===== config.mk =====
export PLATFORM = sky130hd
export DESIGN_NAME = finite_difference_stencil_core
export DESIGN_NICKNAME = d
export VERILOG_FILES = /design/src/sv/fds_pkg.sv /design/src/sv/fds_cell.sv /design/src/sv/fds_front.sv /design/src/sv/fds_arith.sv /design/src/sv/finite_difference_stencil_core.sv
export SDC_FILE = /design/constraint.sdc
export NUM_CORES = 2
export LEC_CHECK = 0
export BUFFER_PORTS_ARGS = -buffer_cell sky130_fd_sc_hd__buf_2
export CAP_MARGIN = 10
export CORE_UTILIZATION = 35
export CTS_BUF_LIST = sky130_fd_sc_hd__clkbuf_8
export DETAILED_ROUTE_END_ITERATION = 8
export MAX_ROUTING_LAYER = met4
export PLACE_DENSITY = 0.56
export SETUP_SLACK_MARGIN = 0.15
export SLEW_MARGIN = 20
export SYNTH_ARGS = -nofsm -noshare
export SYNTH_HDL_FRONTEND = slang
export SYNTH_SLANG_ARGS = --single-unit

===== constraint.sdc =====
create_clock -name clk_i -period 10.43 [get_ports clk_i]
set_input_delay 2.086 -clock clk_i [delete_from_list [all_inputs] [get_ports clk_i]]
set_output_delay 2.086 -clock clk_i [all_outputs]
set_load 0.005 [all_outputs]

===== src/sv/fds_pkg.sv =====
// ----------------------------------------------------------------------------
// fds_pkg
// Shared types, widths and codes of the finite difference stencil core.
// ----------------------------------------------------------------------------
package fds_pkg;

  // Sample width, two's complement Q8.8 at the default width.
  localparam int unsigned SAMPLE_WIDTH = 16;
  // A stencil sum is at most 64 samples in magnitude.
  localparam int unsigned SUM_W        = SAMPLE_WIDTH + 7;
  localparam int unsigned SCALE_W      = 24;
  localparam int unsigned SITE_W       = 16;
  localparam int unsigned OUT_W        = 32;
  localparam int unsigned CFG_IDX_W    = 3;
  localparam int unsigned CFG_DATA_W   = 24;

  // Product of a sum and an unsigned Q8.16 scale.
  localparam int unsigned PROD_W = SUM_W + SCALE_W + 1;
  // Quotient width after the smallest divisor shift.
  localparam int unsigned QW     = PROD_W - 16;
  // Dividend of the divide-by-three step and its biased, non-negative form.
  localparam int unsigned XW     = PROD_W - 18;
  localparam int unsigned YW     = XW + 1;
  localparam int unsigned DIV3_SHIFT = YW + 2;
  localparam logic [63:0] DIV3_MUL    = ((64'd1 << DIV3_SHIFT) + 64'd2) / 64'd3;
  localparam logic [63:0] DIV3_BIAS   = 64'd3 << (XW - 1);
  localparam logic [63:0] DIV3_OFFSET = 64'd1 << (XW - 1);

  // Rounding offsets (half the divisor) and shifts for each divisor.
  localparam int RND_ADD_HALF     = 65536;
  localparam int RND_ADD_ONE      = 32768;
  localparam int RND_ADD_TWELFTH  = 393216;
  localparam int RND_SH_HALF      = 17;
  localparam int RND_SH_ONE       = 16;
  localparam int RND_SH_TWELFTH   = 18;

  localparam int unsigned WINDOW_DEPTH = 4;
  localparam int unsigned JOB_MAX      = 3;
  localparam int unsigned JOB_IDX_W    = 2;
  localparam int unsigned MIN_SITES    = 3;

  localparam logic [SITE_W-1:0]  SITE_COUNT_RST = 16'd1024;
  localparam logic [SCALE_W-1:0] INV_STEP_RST   = 24'd65536;

  typedef enum logic [CFG_IDX_W-1:0] {
    CFG_SITE_COUNT   = 3'd0,
    CFG_STENCIL_MODE = 3'd1,
    CFG_PERIODIC     = 3'd2,
    CFG_INV_STEP     = 3'd3,
    CFG_INV_STEP_SQ  = 3'd4
  } cfg_idx_e;

  typedef enum logic [1:0] {
    MODE_FIRST3  = 2'd0,
    MODE_SECOND3 = 2'd1,
    MODE_FIRST5  = 2'd2,
    MODE_SECOND5 = 2'd3
  } mode_e;

  // Divisor applied to a product: 2, 1 or 12 times 2^16.
  typedef enum logic [1:0] {
    KIND_HALF    = 2'd0,
    KIND_ONE     = 2'd1,
    KIND_TWELFTH = 2'd2
  } kind_e;

  typedef logic signed [SAMPLE_WIDTH-1:0] sample_t;
  typedef logic signed [SUM_W-1:0]        sum_t;
  typedef logic [SCALE_W-1:0]             scale_t;
  typedef logic [SITE_W-1:0]              site_t;

  typedef struct packed {
    site_t  site_count;
    mode_e  mode;
    logic   periodic;
    scale_t inv_step;
    scale_t inv_step_sq;
  } cfg_t;

  // One pending result: its stencil sum and how to scale it.
  typedef struct packed {
    sum_t   sum;
    scale_t scale;
    kind_e  kind;
    site_t  site;
    logic   last;
  } job_t;

  typedef struct packed {
    kind_e kind;
    site_t site;
    logic  last;
  } meta_t;

  function automatic sum_t ext(sample_t v);
    return sum_t'(v);
  endfunction

endpackage


===== src/sv/fds_cell.sv =====
// ----------------------------------------------------------------------------
// fds_cell
// One tap of the sample window; passes its sample to the next tap on a shift.
// ----------------------------------------------------------------------------
module fds_cell (
  input  logic             clk_i,
  input  logic             rst_ni,
  input  logic             shift_i,
  input  fds_pkg::sample_t d_i,
  output fds_pkg::sample_t q_o
);

  fds_pkg::sample_t tap_q;

  always_ff @(posedge clk_i or negedge rst_ni) begin
    if (!rst_ni) begin
      tap_q <= '0;
    end else if (shift_i) begin
      tap_q <= d_i;
    end
  end

  assign q_o = tap_q;

endmodule


===== src/sv/fds_front.sv =====
// ----------------------------------------------------------------------------
// fds_front
// Sample window, site counter and stencil sums; issues up to three jobs per
// sample, one per cycle while the arithmetic pipeline is ready.
// ----------------------------------------------------------------------------
module fds_front (
  input  logic             clk_i,
  input  logic             rst_ni,
  input  logic             in_valid_i,
  output logic             in_stall_o,
  input  fds_pkg::sample_t sample_i,
  input  fds_pkg::cfg_t    cfg_i,
  output fds_pkg::job_t    job_o,
  output logic             job_valid_o,
  input  logic             job_ready_i
);

  fds_pkg::sample_t win [fds_pkg::WINDOW_DEPTH];
  fds_pkg::sample_t head0_q, head1_q;
  fds_pkg::site_t   site_index_q, site_index_d;
  fds_pkg::site_t   k, neff;
  logic             last;
  logic             accept, issue_fire;

  fds_pkg::sum_t es, e0, e1, e2, e3, eh0, eh1;
  fds_pkg::job_t cand [fds_pkg::JOB_MAX];
  logic [fds_pkg::JOB_MAX-1:0] cv;
  fds_pkg::job_t jobs_q [fds_pkg::JOB_MAX];
  fds_pkg::job_t jobs_d [fds_pkg::JOB_MAX];
  logic [fds_pkg::JOB_IDX_W-1:0] rem_q, rem_d, idx_q, idx_d, n;
  logic second;

  // The window is a row of taps; the newest sample enters tap 0.
  for (genvar i = 0; i < fds_pkg::WINDOW_DEPTH; i++) begin : g_win
    if (i == 0) begin : g_head
      fds_cell u_cell (
        .clk_i  (clk_i),
        .rst_ni (rst_ni),
        .shift_i(accept),
        .d_i    (sample_i),
        .q_o    (win[i])
      );
    end else begin : g_tail
      fds_cell u_cell (
        .clk_i  (clk_i),
        .rst_ni (rst_ni),
        .shift_i(accept),
        .d_i    (win[i-1]),
        .q_o    (win[i])
      );
    end
  end

  assign k  = site_index_q;
  assign es = fds_pkg::ext(sample_i);
  assign e0 = fds_pkg::ext(win[0]);
  assign e1 = fds_pkg::ext(win[1]);
  assign e2 = fds_pkg::ext(win[2]);
  assign e3 = fds_pkg::ext(win[3]);
  assign eh0 = fds_pkg::ext(head0_q);
  assign eh1 = fds_pkg::ext(head1_q);

  always_comb begin
    neff = (cfg_i.site_count < fds_pkg::SITE_W'(fds_pkg::MIN_SITES)) ?
           fds_pkg::SITE_W'(fds_pkg::MIN_SITES) : cfg_i.site_count;
    last = (k >= (neff - fds_pkg::SITE_W'(1)));
  end

  // Candidate jobs: the interior site, then the sites flushed by a final sample.
  always_comb begin
    second = (cfg_i.mode == fds_pkg::MODE_SECOND5);
    for (int j = 0; j < fds_pkg::JOB_MAX; j++) begin
      cand[j] = '0;
    end
    cv = '0;
    case (cfg_i.mode)
      fds_pkg::MODE_FIRST3: begin
        for (int j = 0; j < fds_pkg::JOB_MAX; j++) begin
          cand[j].kind  = fds_pkg::KIND_HALF;
          cand[j].scale = cfg_i.inv_step;
        end
        cv[0] = (k >= fds_pkg::SITE_W'(2));
        cand[0].site = k - fds_pkg::SITE_W'(2);
        // Site zero uses the one-sided forward stencil.
        cand[0].sum = (k == fds_pkg::SITE_W'(2)) ?
                      ((e0 <<< 2) - ((e1 <<< 1) + e1) - es) : (e0 - e2);
        cv[1] = last;
        cand[1].site = k - fds_pkg::SITE_W'(1);
        cand[1].sum  = es - e1;
        cv[2] = last;
        cand[2].site = k;
        cand[2].sum  = e1 - (e0 <<< 2) + ((es <<< 1) + es);
      end
      fds_pkg::MODE_SECOND3: begin
        for (int j = 0; j < fds_pkg::JOB_MAX; j++) begin
          cand[j].kind  = fds_pkg::KIND_ONE;
          cand[j].scale = cfg_i.inv_step_sq;
        end
        // With wrap-around, site zero waits for the end of the line.
        cv[0] = (k >= fds_pkg::SITE_W'(1)) &&
                !((k == fds_pkg::SITE_W'(1)) && cfg_i.periodic);
        cand[0].site = k - fds_pkg::SITE_W'(1);
        cand[0].sum  = (k == fds_pkg::SITE_W'(1)) ? '0 : (e1 + es - (e0 <<< 1));
        cv[1] = last;
        cand[1].site = k;
        cand[1].sum  = cfg_i.periodic ? (e0 + eh0 - (es <<< 1)) : '0;
        cv[2] = last && cfg_i.periodic;
        cand[2].site = '0;
        cand[2].sum  = es + eh1 - (eh0 <<< 1);
      end
      default: begin
        for (int j = 0; j < fds_pkg::JOB_MAX; j++) begin
          cand[j].kind  = fds_pkg::KIND_TWELFTH;
          cand[j].scale = second ? cfg_i.inv_step_sq : cfg_i.inv_step;
        end
        cv[0] = (k >= fds_pkg::SITE_W'(2));
        cand[0].site = k - fds_pkg::SITE_W'(2);
        if (k >= fds_pkg::SITE_W'(4)) begin
          cand[0].sum = second ?
            (((e2 + e0) <<< 4) - (e3 + es) - ((e1 <<< 5) - (e1 <<< 1))) :
            ((e3 - es) - ((e2 - e0) <<< 3));
        end
        cv[1] = last;
        cand[1].site = k - fds_pkg::SITE_W'(1);
        cv[2] = last;
        cand[2].site = k;
      end
    endcase
  end

  // Pack the valid candidates to the front of the issue slot.
  always_comb begin
    if (cv[0]) begin
      jobs_d[0] = cand[0];
      jobs_d[1] = cand[1];
      jobs_d[2] = cand[2];
    end else begin
      jobs_d[0] = cand[1];
      jobs_d[1] = cand[2];
      jobs_d[2] = cand[2];
    end
    n = fds_pkg::JOB_IDX_W'(cv[0]) + fds_pkg::JOB_IDX_W'(cv[1]) +
        fds_pkg::JOB_IDX_W'(cv[2]);
  end

  assign job_valid_o = (rem_q != '0);
  assign issue_fire  = job_valid_o && job_ready_i;
  assign in_stall_o  = !((rem_q == '0) ||
                         (issue_fire && (rem_q == fds_pkg::JOB_IDX_W'(1))));
  assign accept      = in_valid_i && !in_stall_o;

  always_comb begin
    job_o      = jobs_q[idx_q];
    job_o.last = (rem_q == fds_pkg::JOB_IDX_W'(1));
  end

  always_comb begin
    rem_d        = rem_q;
    idx_d        = idx_q;
    site_index_d = site_index_q;
    if (accept) begin
      rem_d        = n;
      idx_d        = '0;
      site_index_d = last ? '0 : (k + fds_pkg::SITE_W'(1));
    end else if (issue_fire) begin
      rem_d = rem_q - fds_pkg::JOB_IDX_W'(1);
      idx_d = (rem_q == fds_pkg::JOB_IDX_W'(1)) ? '0 : (idx_q + fds_pkg::JOB_IDX_W'(1));
    end
  end

  always_ff @(posedge clk_i or negedge rst_ni) begin
    if (!rst_ni) begin
      rem_q        <= '0;
      idx_q        <= '0;
      site_index_q <= '0;
    end else begin
      rem_q        <= rem_d;
      idx_q        <= idx_d;
      site_index_q <= site_index_d;
    end
  end

  always_ff @(posedge clk_i) begin
    if (accept) begin
      for (int j = 0; j < fds_pkg::JOB_MAX; j++) begin
        jobs_q[j] <= jobs_d[j];
      end
      if (k == '0) begin
        head0_q <= sample_i;
      end
      if (k == fds_pkg::SITE_W'(1)) begin
        head1_q <= sample_i;
      end
    end
  end

  // A final sample restarts the line.
  assert property (@(posedge clk_i) disable iff (!rst_ni)
    accept && last |=> site_index_q == '0)
    else $error("site index did not restart after the final sample");

  // A final sample in the 3-point first derivative mode always loads three jobs.
  assert property (@(posedge clk_i) disable iff (!rst_ni)
    accept && last && (cfg_i.mode == fds_pkg::MODE_FIRST3)
    |=> rem_q == fds_pkg::JOB_IDX_W'(fds_pkg::JOB_MAX) && idx_q == '0)
    else $error("final sample did not load three jobs");

  // The issue pointer never runs past the loaded jobs.
  assert property (@(posedge clk_i) disable iff (!rst_ni)
    job_valid_o |-> ({1'b0, idx_q} + {1'b0, rem_q}) <= 3'(fds_pkg::JOB_MAX))
    else $error("issue slot pointer out of range");

endmodule


===== src/sv/fds_arith.sv =====
// ----------------------------------------------------------------------------
// fds_arith
// Scale, round, divide and saturate pipeline with an elastic output register.
// ----------------------------------------------------------------------------
module fds_arith (
  input  logic                         clk_i,
  input  logic                         rst_ni,
  input  fds_pkg::job_t                job_i,
  input  logic                         job_valid_i,
  output logic                         job_ready_o,
  output logic                         out_valid_o,
  input  logic                         out_stall_i,
  output logic signed [fds_pkg::OUT_W-1:0] derivative_o,
  output fds_pkg::site_t               site_o,
  output logic                         saturated_o,
  output logic                         last_of_run_o
);

  logic v1_q, v2_q, v3_q, v4_q, v5_q;
  logic r1, r2, r3, r4, r5;

  fds_pkg::sum_t   sum1_q;
  fds_pkg::scale_t scale1_q;
  fds_pkg::meta_t  meta1_q, meta2_q, meta3_q, meta4_q;

  logic signed [fds_pkg::SCALE_W:0]  scale_s;
  logic signed [fds_pkg::PROD_W-1:0] prod_d, prod2_q;
  logic signed [fds_pkg::PROD_W-1:0] add_half, add_one, add_12, bias_s;
  logic signed [fds_pkg::PROD_W-1:0] rnd_half, rnd_one, rnd_12;
  logic signed [fds_pkg::PROD_W-1:0] sh_half, sh_one, sh_12, y_full;
  logic signed [fds_pkg::QW-1:0]     qa_d, qa3_q, q12, q4_d, q4_q;
  logic [fds_pkg::YW-1:0]            y3_q;
  logic [2*fds_pkg::YW+1:0]          prod3;
  logic [fds_pkg::YW-1:0]            q3;
  logic signed [63:0]                qe;
  logic signed [fds_pkg::OUT_W-1:0]  deriv_d, deriv_q;
  logic                              sat_d, sat_q;
  fds_pkg::site_t                    site_q;
  logic                              last_q;

  // Each stage takes new data when it is empty or its successor moves.
  assign r5 = !v5_q || !out_stall_i;
  assign r4 = !v4_q || r5;
  assign r3 = !v3_q || r4;
  assign r2 = !v2_q || r3;
  assign r1 = !v1_q || r2;
  assign job_ready_o = r1;

  // Product of the stencil sum and the unsigned scale.
  assign scale_s = {1'b0, scale1_q};
  assign prod_d  = sum1_q * scale_s;

  // Add half the divisor, then shift; the twelfth case divides by three next.
  assign add_half = fds_pkg::PROD_W'(fds_pkg::RND_ADD_HALF);
  assign add_one  = fds_pkg::PROD_W'(fds_pkg::RND_ADD_ONE);
  assign add_12   = fds_pkg::PROD_W'(fds_pkg::RND_ADD_TWELFTH);
  assign bias_s   = $signed(fds_pkg::PROD_W'(fds_pkg::DIV3_BIAS));
  assign rnd_half = prod2_q + add_half;
  assign rnd_one  = prod2_q + add_one;
  assign rnd_12   = prod2_q + add_12;
  assign sh_half  = rnd_half >>> fds_pkg::RND_SH_HALF;
  assign sh_one   = rnd_one >>> fds_pkg::RND_SH_ONE;
  assign sh_12    = rnd_12 >>> fds_pkg::RND_SH_TWELFTH;
  assign y_full   = sh_12 + bias_s;
  assign qa_d     = (meta2_q.kind == fds_pkg::KIND_HALF) ?
                    sh_half[fds_pkg::QW-1:0] : sh_one[fds_pkg::QW-1:0];

  // Floor division by three of the biased value through a reciprocal.
  assign prod3 = (2*fds_pkg::YW+2)'(y3_q) *
                 (2*fds_pkg::YW+2)'(fds_pkg::DIV3_MUL[fds_pkg::YW:0]);
  assign q3    = prod3[2*fds_pkg::YW+1:fds_pkg::DIV3_SHIFT];
  assign q12   = $signed(fds_pkg::QW'(q3)) -
                 $signed(fds_pkg::QW'(fds_pkg::DIV3_OFFSET));
  assign q4_d  = (meta3_q.kind == fds_pkg::KIND_TWELFTH) ? q12 : qa3_q;

  // Clip to the signed 32-bit range.
  always_comb begin
    qe = 64'(q4_q);
    sat_d = 1'b0;
    deriv_d = qe[fds_pkg::OUT_W-1:0];
    if (qe > 64'sd2147483647) begin
      deriv_d = 32'sh7FFF_FFFF;
      sat_d   = 1'b1;
    end else if (qe < -64'sd2147483648) begin
      deriv_d = 32'sh8000_0000;
      sat_d   = 1'b1;
    end
  end

  always_ff @(posedge clk_i or negedge rst_ni) begin
    if (!rst_ni) begin
      v1_q <= 1'b0;
      v2_q <= 1'b0;
      v3_q <= 1'b0;
      v4_q <= 1'b0;
      v5_q <= 1'b0;
    end else begin
      if (r1) begin
        v1_q <= job_valid_i;
      end
      if (r2) begin
        v2_q <= v1_q;
      end
      if (r3) begin
        v3_q <= v2_q;
      end
      if (r4) begin
        v4_q <= v3_q;
      end
      if (r5) begin
        v5_q <= v4_q;
      end
    end
  end

  always_ff @(posedge clk_i) begin
    if (r1) begin
      sum1_q   <= job_i.sum;
      scale1_q <= job_i.scale;
      meta1_q  <= '{kind: job_i.kind, site: job_i.site, last: job_i.last};
    end
    if (r2) begin
      prod2_q <= prod_d;
      meta2_q <= meta1_q;
    end
    if (r3) begin
      qa3_q   <= qa_d;
      y3_q    <= y_full[fds_pkg::YW-1:0];
      meta3_q <= meta2_q;
    end
    if (r4) begin
      q4_q    <= q4_d;
      meta4_q <= meta3_q;
    end
    if (r5) begin
      deriv_q <= deriv_d;
      sat_q   <= sat_d;
      site_q  <= meta4_q.site;
      last_q  <= meta4_q.last;
    end
  end

  assign out_valid_o   = v5_q;
  assign derivative_o  = deriv_q;
  assign site_o        = site_q;
  assign saturated_o   = sat_q;
  assign last_of_run_o = last_q;

  // A clipped result sits exactly at one end of the range.
  assert property (@(posedge clk_i) disable iff (!rst_ni)
    out_valid_o && saturated_o |->
      (derivative_o == 32'sh7FFF_FFFF) || (derivative_o == 32'sh8000_0000))
    else $error("saturated result not at a range limit");

  // The bias keeps the divide-by-three operand in the upper half of its range.
  assert property (@(posedge clk_i) disable iff (!rst_ni)
    v3_q && (meta3_q.kind == fds_pkg::KIND_TWELFTH) |-> y3_q[fds_pkg::YW-1])
    else $error("divide-by-three operand out of range");

  // A taken result with nothing behind it leaves the output empty.
  assert property (@(posedge clk_i) disable iff (!rst_ni)
    out_valid_o && !out_stall_i && !v4_q |=> !out_valid_o)
    else $error("output stage held a stale result");

endmodule


===== src/sv/finite_difference_stencil_core.sv =====
// ----------------------------------------------------------------------------
// finite_difference_stencil_core
// Streaming 3- and 5-point first and second derivative of one grid line.
// ----------------------------------------------------------------------------
//
//   channel | direction | handshake                  | payload
//   --------+-----------+----------------------------+--------------------------
//   in      | sink      | in_valid_i / in_stall_o    | sample_i
//   out     | source    | out_valid_o / out_stall_i  | derivative_o, site_o,
//           |           |                            | saturated_o, last_of_run_o
//   cfg     | sink      | cfg_valid_i / cfg_ready_o  | cfg_index_i, cfg_data_i
//
// One sample is taken per cycle while the input is not stalled. A sample that
// completes a line yields up to three results, which leave the issue slot one
// per cycle while the pipeline takes them; the next sample is stalled until the
// last of them leaves the slot. The first result of a sample passes the issue
// slot and the arithmetic pipeline registers before it appears, and any further
// results follow one per cycle unless the output stalls.
// Reset clears the sample window, the site counter, the issue slot and the
// pipeline valid bits, and loads the register defaults.
// A stall on the output fills bubbles in the pipeline first; apart from the
// flush of a final sample, the input is stalled only once every stage between
// the two holds a result.
// ----------------------------------------------------------------------------
module finite_difference_stencil_core (
  input  logic                                  clk_i,
  input  logic                                  rst_ni,
  // Sample stream.
  input  logic                                  in_valid_i,
  output logic                                  in_stall_o,
  input  logic signed [fds_pkg::SAMPLE_WIDTH-1:0] sample_i,
  // Result stream.
  output logic                                  out_valid_o,
  input  logic                                  out_stall_i,
  output logic signed [fds_pkg::OUT_W-1:0]      derivative_o,
  output logic [fds_pkg::SITE_W-1:0]            site_o,
  output logic                                  saturated_o,
  output logic                                  last_of_run_o,
  // Register writes.
  input  logic                                  cfg_valid_i,
  output logic                                  cfg_ready_o,
  input  logic [fds_pkg::CFG_IDX_W-1:0]         cfg_index_i,
  input  logic [fds_pkg::CFG_DATA_W-1:0]        cfg_data_i
);

  fds_pkg::site_t  site_count_q;
  fds_pkg::mode_e  stencil_mode_q;
  logic            periodic_q;
  fds_pkg::scale_t inv_step_q;
  fds_pkg::scale_t inv_step_sq_q;
  fds_pkg::cfg_t   cfg;

  fds_pkg::job_t   job;
  logic            job_valid;
  logic            job_ready;

  // Register writes are always taken; an index beyond the register list is
  // accepted and has no effect.
  assign cfg_ready_o = 1'b1;

  always_ff @(posedge clk_i or negedge rst_ni) begin
    if (!rst_ni) begin
      site_count_q   <= fds_pkg::SITE_COUNT_RST;
      stencil_mode_q <= fds_pkg::MODE_FIRST3;
      periodic_q     <= 1'b0;
      inv_step_q     <= fds_pkg::INV_STEP_RST;
      inv_step_sq_q  <= fds_pkg::INV_STEP_RST;
    end else if (cfg_valid_i && cfg_ready_o) begin
      case (cfg_index_i)
        fds_pkg::CFG_SITE_COUNT: begin
          site_count_q <= cfg_data_i[fds_pkg::SITE_W-1:0];
        end
        fds_pkg::CFG_STENCIL_MODE: begin
          stencil_mode_q <= fds_pkg::mode_e'(cfg_data_i[1:0]);
        end
        fds_pkg::CFG_PERIODIC: begin
          periodic_q <= cfg_data_i[0];
        end
        fds_pkg::CFG_INV_STEP: begin
          inv_step_q <= cfg_data_i[fds_pkg::SCALE_W-1:0];
        end
        fds_pkg::CFG_INV_STEP_SQ: begin
          inv_step_sq_q <= cfg_data_i[fds_pkg::SCALE_W-1:0];
        end
        default: begin
        end
      endcase
    end
  end

  assign cfg = '{
    site_count:  site_count_q,
    mode:        stencil_mode_q,
    periodic:    periodic_q,
    inv_step:    inv_step_q,
    inv_step_sq: inv_step_sq_q
  };

  // The front end keeps the window of past samples as a row of taps, forms
  // the stencil sums for the current sample and hands out one job per cycle while the arithmetic pipeline takes them.
  fds_front u_front (
    .clk_i      (clk_i),
    .rst_ni     (rst_ni),
    .in_valid_i (in_valid_i),
    .in_stall_o (in_stall_o),
    .sample_i   (sample_i),
    .cfg_i      (cfg),
    .job_o      (job),
    .job_valid_o(job_valid),
    .job_ready_i(job_ready)
  );

  // The arithmetic pipeline scales each sum, rounds to nearest with ties
  // upward, divides by the stencil constant and clips to 32 bits.
  fds_arith u_arith (
    .clk_i        (clk_i),
    .rst_ni       (rst_ni),
    .job_i        (job),
    .job_valid_i  (job_valid),
    .job_ready_o  (job_ready),
    .out_valid_o  (out_valid_o),
    .out_stall_i  (out_stall_i),
    .derivative_o (derivative_o),
    .site_o       (site_o),
    .saturated_o  (saturated_o),
    .last_of_run_o(last_of_run_o)
  );

endmodule


Word level (Yosys, flattened, before mapping)
Memories as Yosys holds them, arrays and structs flattened. A register that Yosys moved wholly into a read port is not among the register bits.
Cells that the tools add are included.
{ "totals": {"regBits": 437, "ramBits": 198, "wordCells": 151, "memories": 1} }
{ "classes": {"n_addsub": 35, "n_mul": 2, "magnitude_cmp": 7, "n_eq_ne": 10, "mux": 26, "n_reduce_logical": 34} }
{ "memory_table": {"columns": ["memory", "depth", "width", "rd", "rd_ports_with_merged_regs", "write_ports", "line", "text"], "rows": [
  ["u_front.jobs_q", 3, 66, 1, 1, 3, "fds_front.sv:28", "fds_pkg::job_t jobs_q [fds_pkg::JOB_MAX];"]
]} }
{ "ops": {"columns": ["operator", "count"], "rows": [
  ["two-way mux 198 bit", 1],
  ["one-hot mux 42 bit (2 select lines)", 2],
  ["one-hot mux 65 bit (2 select lines)", 1],
  ["two-way mux 23 bit", 5],
  ["two-way mux 32 bit", 3],
  ["one-hot mux 23 bit (2 select lines)", 2],
  ["adder 16 x 16 -> 17 bit", 5],
  ["subtractor 23 bit", 3],
  ["subtractor 16 x 16 -> 17 bit", 4],
  ["multiplier 31 x 32 -> 63 bit, second input constant", 1],
  ["subtractor 17 x 17 -> 18 bit", 3],
  ["adder 48 x 17 -> 48 bit, second input constant", 1],
  ["adder 48 x 18 -> 48 bit, second input constant", 1],
  ["adder 48 x 20 -> 48 bit, second input constant", 1],
  ["multiplier 23 x 25 -> 48 bit", 1],
  ["adder 17 x 16 -> 18 bit", 2],
  ["> comparator 32 bit, second input constant", 1],
  ["< comparator 32 bit, second input constant", 1],
  ["two-way mux 16 bit", 2],
  ["subtractor 16 x 1 -> 16 bit, second input constant", 2],
  ["adder 30 x 30 -> 31 bit, second input constant", 1],
  ["subtractor 30 x 30 -> 31 bit, second input constant", 1],
  ["two-way mux 24 bit", 1],
  ["adder 23 bit", 1],
  ["other kinds (33)", 68]
]} }

Longest topological paths before layout
{ "depth": {"word_depth": 12, "ltp_mapped": 27, "ltp_nobuf": 26} }

Hierarchy
A second synthesis with hierarchy kept.
{ "hier_totals": {"hier_cells": 6883, "area_unflattened_um2": 69864.5} }
{ "modules_own_cells": {"columns": ["mod", "n_inst", "cells_each", "area_each_um2", "seq_area_each_um2"], "rows": [
  ["fds_arith", 1, 3938, 40831.7, 9073.7],
  ["fds_front", 1, 2662, 23869.1, 5575.3],
  ["fds_cell", 4, 34, 649.4, 400.4],
  ["finite_difference_stencil_core", 1, 147, 2566.2, 1680.4]
]} }

Least setup slack after synthesis
No wires, ideal clock.
{ "synth_path": {"path_kind": "input to register", "from": "input out_stall_i", "to": "register u_front.g_win[1].g_tail.u_cell.tap_q[10]", "t_arrival_ps": 9009, "required_ps": 10080, "slack_ps": 1071, "path_stages": 8, "cell_sequence": "and3_1 > nand4_1 > a21oi_1 > nand2b_1 > inv_1 > clkbuf_1 > clkbuf_1 > o21ai_0"} }
{ "synth_via": {"elab_chain_len": 10} }
{ "synth_lines": {"columns": ["element", "line", "text"], "rows": [
  ["from (decl)", "finite_difference_stencil_core.sv:34", "input logic out_stall_i,"],
  ["logical NOT 1 bit", "fds_arith.sv:42", "assign r5 = !v5_q || !out_stall_i;"],
  ["logical OR 1 bit", "fds_arith.sv:42", null],
  ["logical OR 1 bit", "fds_arith.sv:43", "assign r4 = !v4_q || r5;"],
  ["logical OR 1 bit", "fds_arith.sv:44", "assign r3 = !v3_q || r4;"],
  ["logical OR 1 bit", "fds_arith.sv:45", "assign r2 = !v2_q || r3;"],
  ["logical OR 1 bit", "fds_arith.sv:46", "assign r1 = !v1_q || r2;"],
  ["logical AND 1 bit", "fds_front.sv:147", "assign issue_fire = job_valid_o && job_ready_i;"],
  ["logical AND 1 bit", "fds_front.sv:149", "(issue_fire && (rem_q == fds_pkg::JOB_IDX_W'(1))));"],
  ["logical OR 1 bit", "fds_front.sv:148", "assign in_stall_o = !((rem_q == '0) ||"],
  ["logical AND 1 bit", "fds_front.sv:150", "assign accept = in_valid_i && !in_stall_o;"],
  ["via u_front.accept", "fds_front.sv:23", "logic accept, issue_fire;"],
  ["to (signal assigned)", "fds_cell.sv:19", "tap_q <= d_i;"],
  ["to (decl)", "fds_cell.sv:13", "fds_pkg::sample_t tap_q;"]
]} }
The timed path passes the listed nets, and every way through them passes these cells.
A chain may end at the register's enable or synchronous reset.

Final worst setup path
{ "layout_path": {"from": "register u_arith.y3_q[12] (netlist bit)", "to": "register u_arith.q4_q[22] (netlist bit), data pin"} }
{ "layout_via": {"elab_chain_len": 3} }
{ "layout_lines": {"columns": ["element", "line", "text"], "rows": [
  ["from (decl)", "fds_arith.sv:32", "logic [fds_pkg::YW-1:0] y3_q;"],
  ["from (signal assigned)", "fds_arith.sv:128", "y3_q <= y_full[fds_pkg::YW-1:0];"],
  ["multiplier 31 x 32 -> 63 bit", "fds_arith.sv:69", "assign prod3 = (2*fds_pkg::YW+2)'(y3_q) *"],
  ["subtractor 30 x 30 -> 31 bit", "fds_arith.sv:72", "assign q12 = $signed(fds_pkg::QW'(q3)) -"],
  ["two-way mux 32 bit", "fds_arith.sv:74", "assign q4_d = (meta3_q.kind == fds_pkg::KIND_TWELFTH) ? q12 : qa3_q;"],
  ["via u_arith.q4_d (one bit)", "fds_arith.sv:31", "logic signed [fds_pkg::QW-1:0] qa_d, qa3_q, q12, q4_d, q4_q;"],
  ["to (signal assigned)", "fds_arith.sv:132", "q4_q <= q4_d;"],
  ["to (decl)", "fds_arith.sv:31", null]
]} }
The timed path passes the listed nets, and every way through them passes these cells.

==> reports/metrics.yaml <==
run_status:
  status: "completed"
detailed_routing:
  vias_per_cell: 4.982
  wl_met1_um: 81390
  wl_met3_um: 6597
  wirelength_um: 185200
  route.detailed.drc: 0
  antenna_left: 0
  top_layer: "met4"
  dr.pass1.iters: 6
  avgRoutedWirePerCell_um: 18.98
  met2_length_um: 91280
  drtIter0Drc: 2689
  vias: 48610
flow_run:
  maxCapViolCount: 0
grt:
  grt_start_max_net_pins: 107
  grt_pass1_vias: 51670
  grt.overflow.total: 0
  grt_usage_pct: 19.26
  grt_pass1_wl_um: 292900
  antenna_found_initial: 4
synthesis:
  async_reset_ff_share_pct: 24.80
  synth_seq_cells: 629
  synth_edf_count: 473
  synthTopCellsByArea: "fa_1 23%, edfxtp_1 20%, ha_1 14%, inv_1 6.4%, dfrtp_1 5.5%"
  synth_top_area_share_pct: 23.21
  netlist_area_um2: 69600
  ys_seq_area_share_pct: 26.02
  syn_area_per_cell_um2: 9.893
  yosysWarnings: 0
  syn_nets: 8674
  synth_area_leader_cell: "fa_1"
  syn_inst: 7035
  ys.flop_type: "edfxtp_1"
  yosysUniqueCellTypes: 88
worst_setup_path:
  path_class: "flop to flop"
  cp-start-kind: "flop"
  slowest_stage: "fa_1"
  cp_max_fo: 5
  cp_data_arrival_time_ns: 8.96
  path_cells: "ha_1 -> fa_1 -> fa_1 -> inv_1 -> fa_1 -> fa_1 -> inv_1 -> fa_1 -> fa_1 -> fa_1 -> ha_1 -> o21ai_0 -> nor2_1 -> o41ai_1 -> nand4_1 -> o211ai_1 -> a21oi_1 -> o21ai_0 -> o211ai_1 -> xnor2_1 -> o21ai_0"
  critical_path.endpoint_type: "flop"
  critical_path.max_stage_delay_ns: 0.77
  crit_top_cell: "fa_1"
  cp.required_ns: 10.98
timing:
  post-route-period-util_pct: 80.62
  tightest_slew_ns: 1.040
  finalMaxSlewViolations: 0
  fmax_mhz: 118.9
  setup_violations: 0
  period_minus_slack_ns: 8.409
  finalHoldViolations: 0
  setup_tns_ns: 0
  rsz0062_at_grt: "false"
  max_slew_margin_pct: 30.65
  skew_ns: 0.08184
placed_design:
  gp_congestion: 0.9113
  portBuffers: 99
  dp_hpwl_um: 150800
finish:
  finalCoreUtilization_pct: 38.11
  drive_gt1_share_pct: 6.959
  nets: 8650
  area_growth_pct: 8.106
die:
  fp.dieArea_um2: 200600
  ios: 101
  start_util_pct: 35.25
  core_um2: 197400
  dieHeight_um: 447.9
  rows: 163
  dieWidth_um: 447.9
clocking:
  cts_hold_buffers: 0
  cts_post_setup_buffers_inserted: 0
  cts_resized: 0
  htreeDepth: 3
  cts_tree: "done"
  numClockSinks: 629
  cts_root_buffer: "clkbuf_8"
  path_clk_slew_ns: 0.07
  clockBufferDepth: 3
  numCtsBuffers: 116
  clock_latency_ns: 0.88
hold_path:
  min_path_type: "flop to flop"
[cell type report]
cell class              count  area (um2)
clock buffers             129        1775
clock inverters            91       656.9
well taps                2640        3303
flip-flops and latches    629       18110
inverters                1192        4482
fillers                 19780      122200
diodes                      5       12.51
repair buffers            165        1017
multi-input cells        4907       45880
[final timing paths]
path | from | end | slack (ns) | depth (start not counted)
max | u_arith.y3_q[12] | u_arith.q4_q[22] | 2.02 | 21
min | u_front.jobs_q[2][40] | u_arith.scale1_q[21] | 0.40 | 0
max reg2reg | u_arith.y3_q[12] | u_arith.q4_q[22] | 2.02 | 21
min reg2reg | u_front.jobs_q[2][40] | u_arith.scale1_q[21] | 0.40 | 0
max in group asynchronous | rst_ni | inv_step_q[16] | 7.79 | 3
min in group asynchronous | rst_ni | site_count_q[1] | 1.35 | 1
[sequential cells by signal, indices dropped and copies added (netlist names), 23 cells and up]
register                         cells
u_front.g_win.g_tail.u_cell.q_o     48
u_arith.qa3_q                       32
u_arith.sum1_q                      23
u_arith.derivative_o                32
inv_step_sq_q                       24
u_arith.y3_q                        30
u_arith.scale1_q                    24
u_front.jobs_q                     143
u_arith.prod2_q                     33
u_arith.q4_q                        32
inv_step_q                          24
[cell usage in the layout (no fill, tap or decap), types with 39 or more instances in the layout]
| cell | count |
|---|---|
| nand2b_1 | 62 |
| a21o_1 | 98 |
| o21a_1 | 42 |
| nor2_1 | 327 |
| and2_1 | 268 |
| mux2_2 | 95 |
| dfrtp_1 | 150 |
| mux2i_1 | 50 |
| xor2_1 | 123 |
| clkbuf_8 | 129 |
| nand2_1 | 647 |
| edfxtp_1 | 473 |
| nor3_1 | 90 |
| inv_1 | 1224 |
| xnor2_1 | 282 |
| buf_2 | 98 |
| ha_1 | 784 |
| a21oi_1 | 302 |
| nand3_1 | 78 |
| nand4_1 | 42 |
| o21ai_0 | 282 |
| buf_4 | 65 |
| a211oi_1 | 39 |
| fa_1 | 807 |
| nor2b_1 | 47 |
[critical path, delay by kind of cell (launching register included)]
kind                       cells  cell delay [ns]
and+or+nand+nor                2             0.44
xor gates and xnor gates       1             0.27
AOI/OAI and AO/OA              7             1.96
DFF                            1             0.51
buffers and inverters          2             0.25
adders and majority gates      9             4.66
[metrics by stage]
step	hold slack (ns)	cells	instance area, um2	setup slack, ns
global placement	0.4019	9532	72760	1.893
floorplan	0.4003	7035	69600	1.071
detailed placement	0.4045	9532	72760	1.863
CTS	0.4002	9752	75200	2.004
finish	0.4025	9758	75240	2.021
global route	0.4169	9756	75230	1.536
[synthesized netlist by cell type, types with 29 or more instances]
cell / instances
ha_1: 784
nand3_1: 79
nand2_1: 649
fa_1: 807
nor3_1: 91
mux2i_1: 50
and3_1: 29
a211oi_1: 39
nor2_1: 329
o21a_1: 42
nand2b_1: 64
mux2_2: 95
a21oi_1: 303
a31oi_1: 37
inv_1: 1190
xnor2_1: 282
xor2_1: 123
dfrtp_1: 153
o21bai_1: 37
and2_1: 268
clkbuf_1: 281
edfxtp_1: 473
a21o_1: 98
o21ai_0: 283
nand4_1: 42
nor2b_1: 47
[per-layer routing]
| layer | vias to the layer above | track usage [%] |
|---|---|---|
| met1 | 24360 | 24.32 |
| met2 | 976 | 32.69 |
| li1 | 22980 | - |
| met3 | 293 | 1.717 |
| met4 | 0 | 5.770 |
| met5 | - | - |
[cells by family (layout without fill, tap and decap cells)]
group	Yosys count	count (layout)	synth area share [%]
and+or+nand+nor	1709	1709	11.69
adders and majority gates	1591	1591	37.31
buffers and inverters	1499	1577	8.128
AOI/OAI and AO/OA	1055	1055	9.489
DFF	629	629	26.02
xor gates and xnor gates	405	405	5.097
muxes	145	145	2.256
other	2	7	0.01079
Power is not shown: default switching activity piles up to over one toggle a cycle in this logic, so the estimate is an artifact.
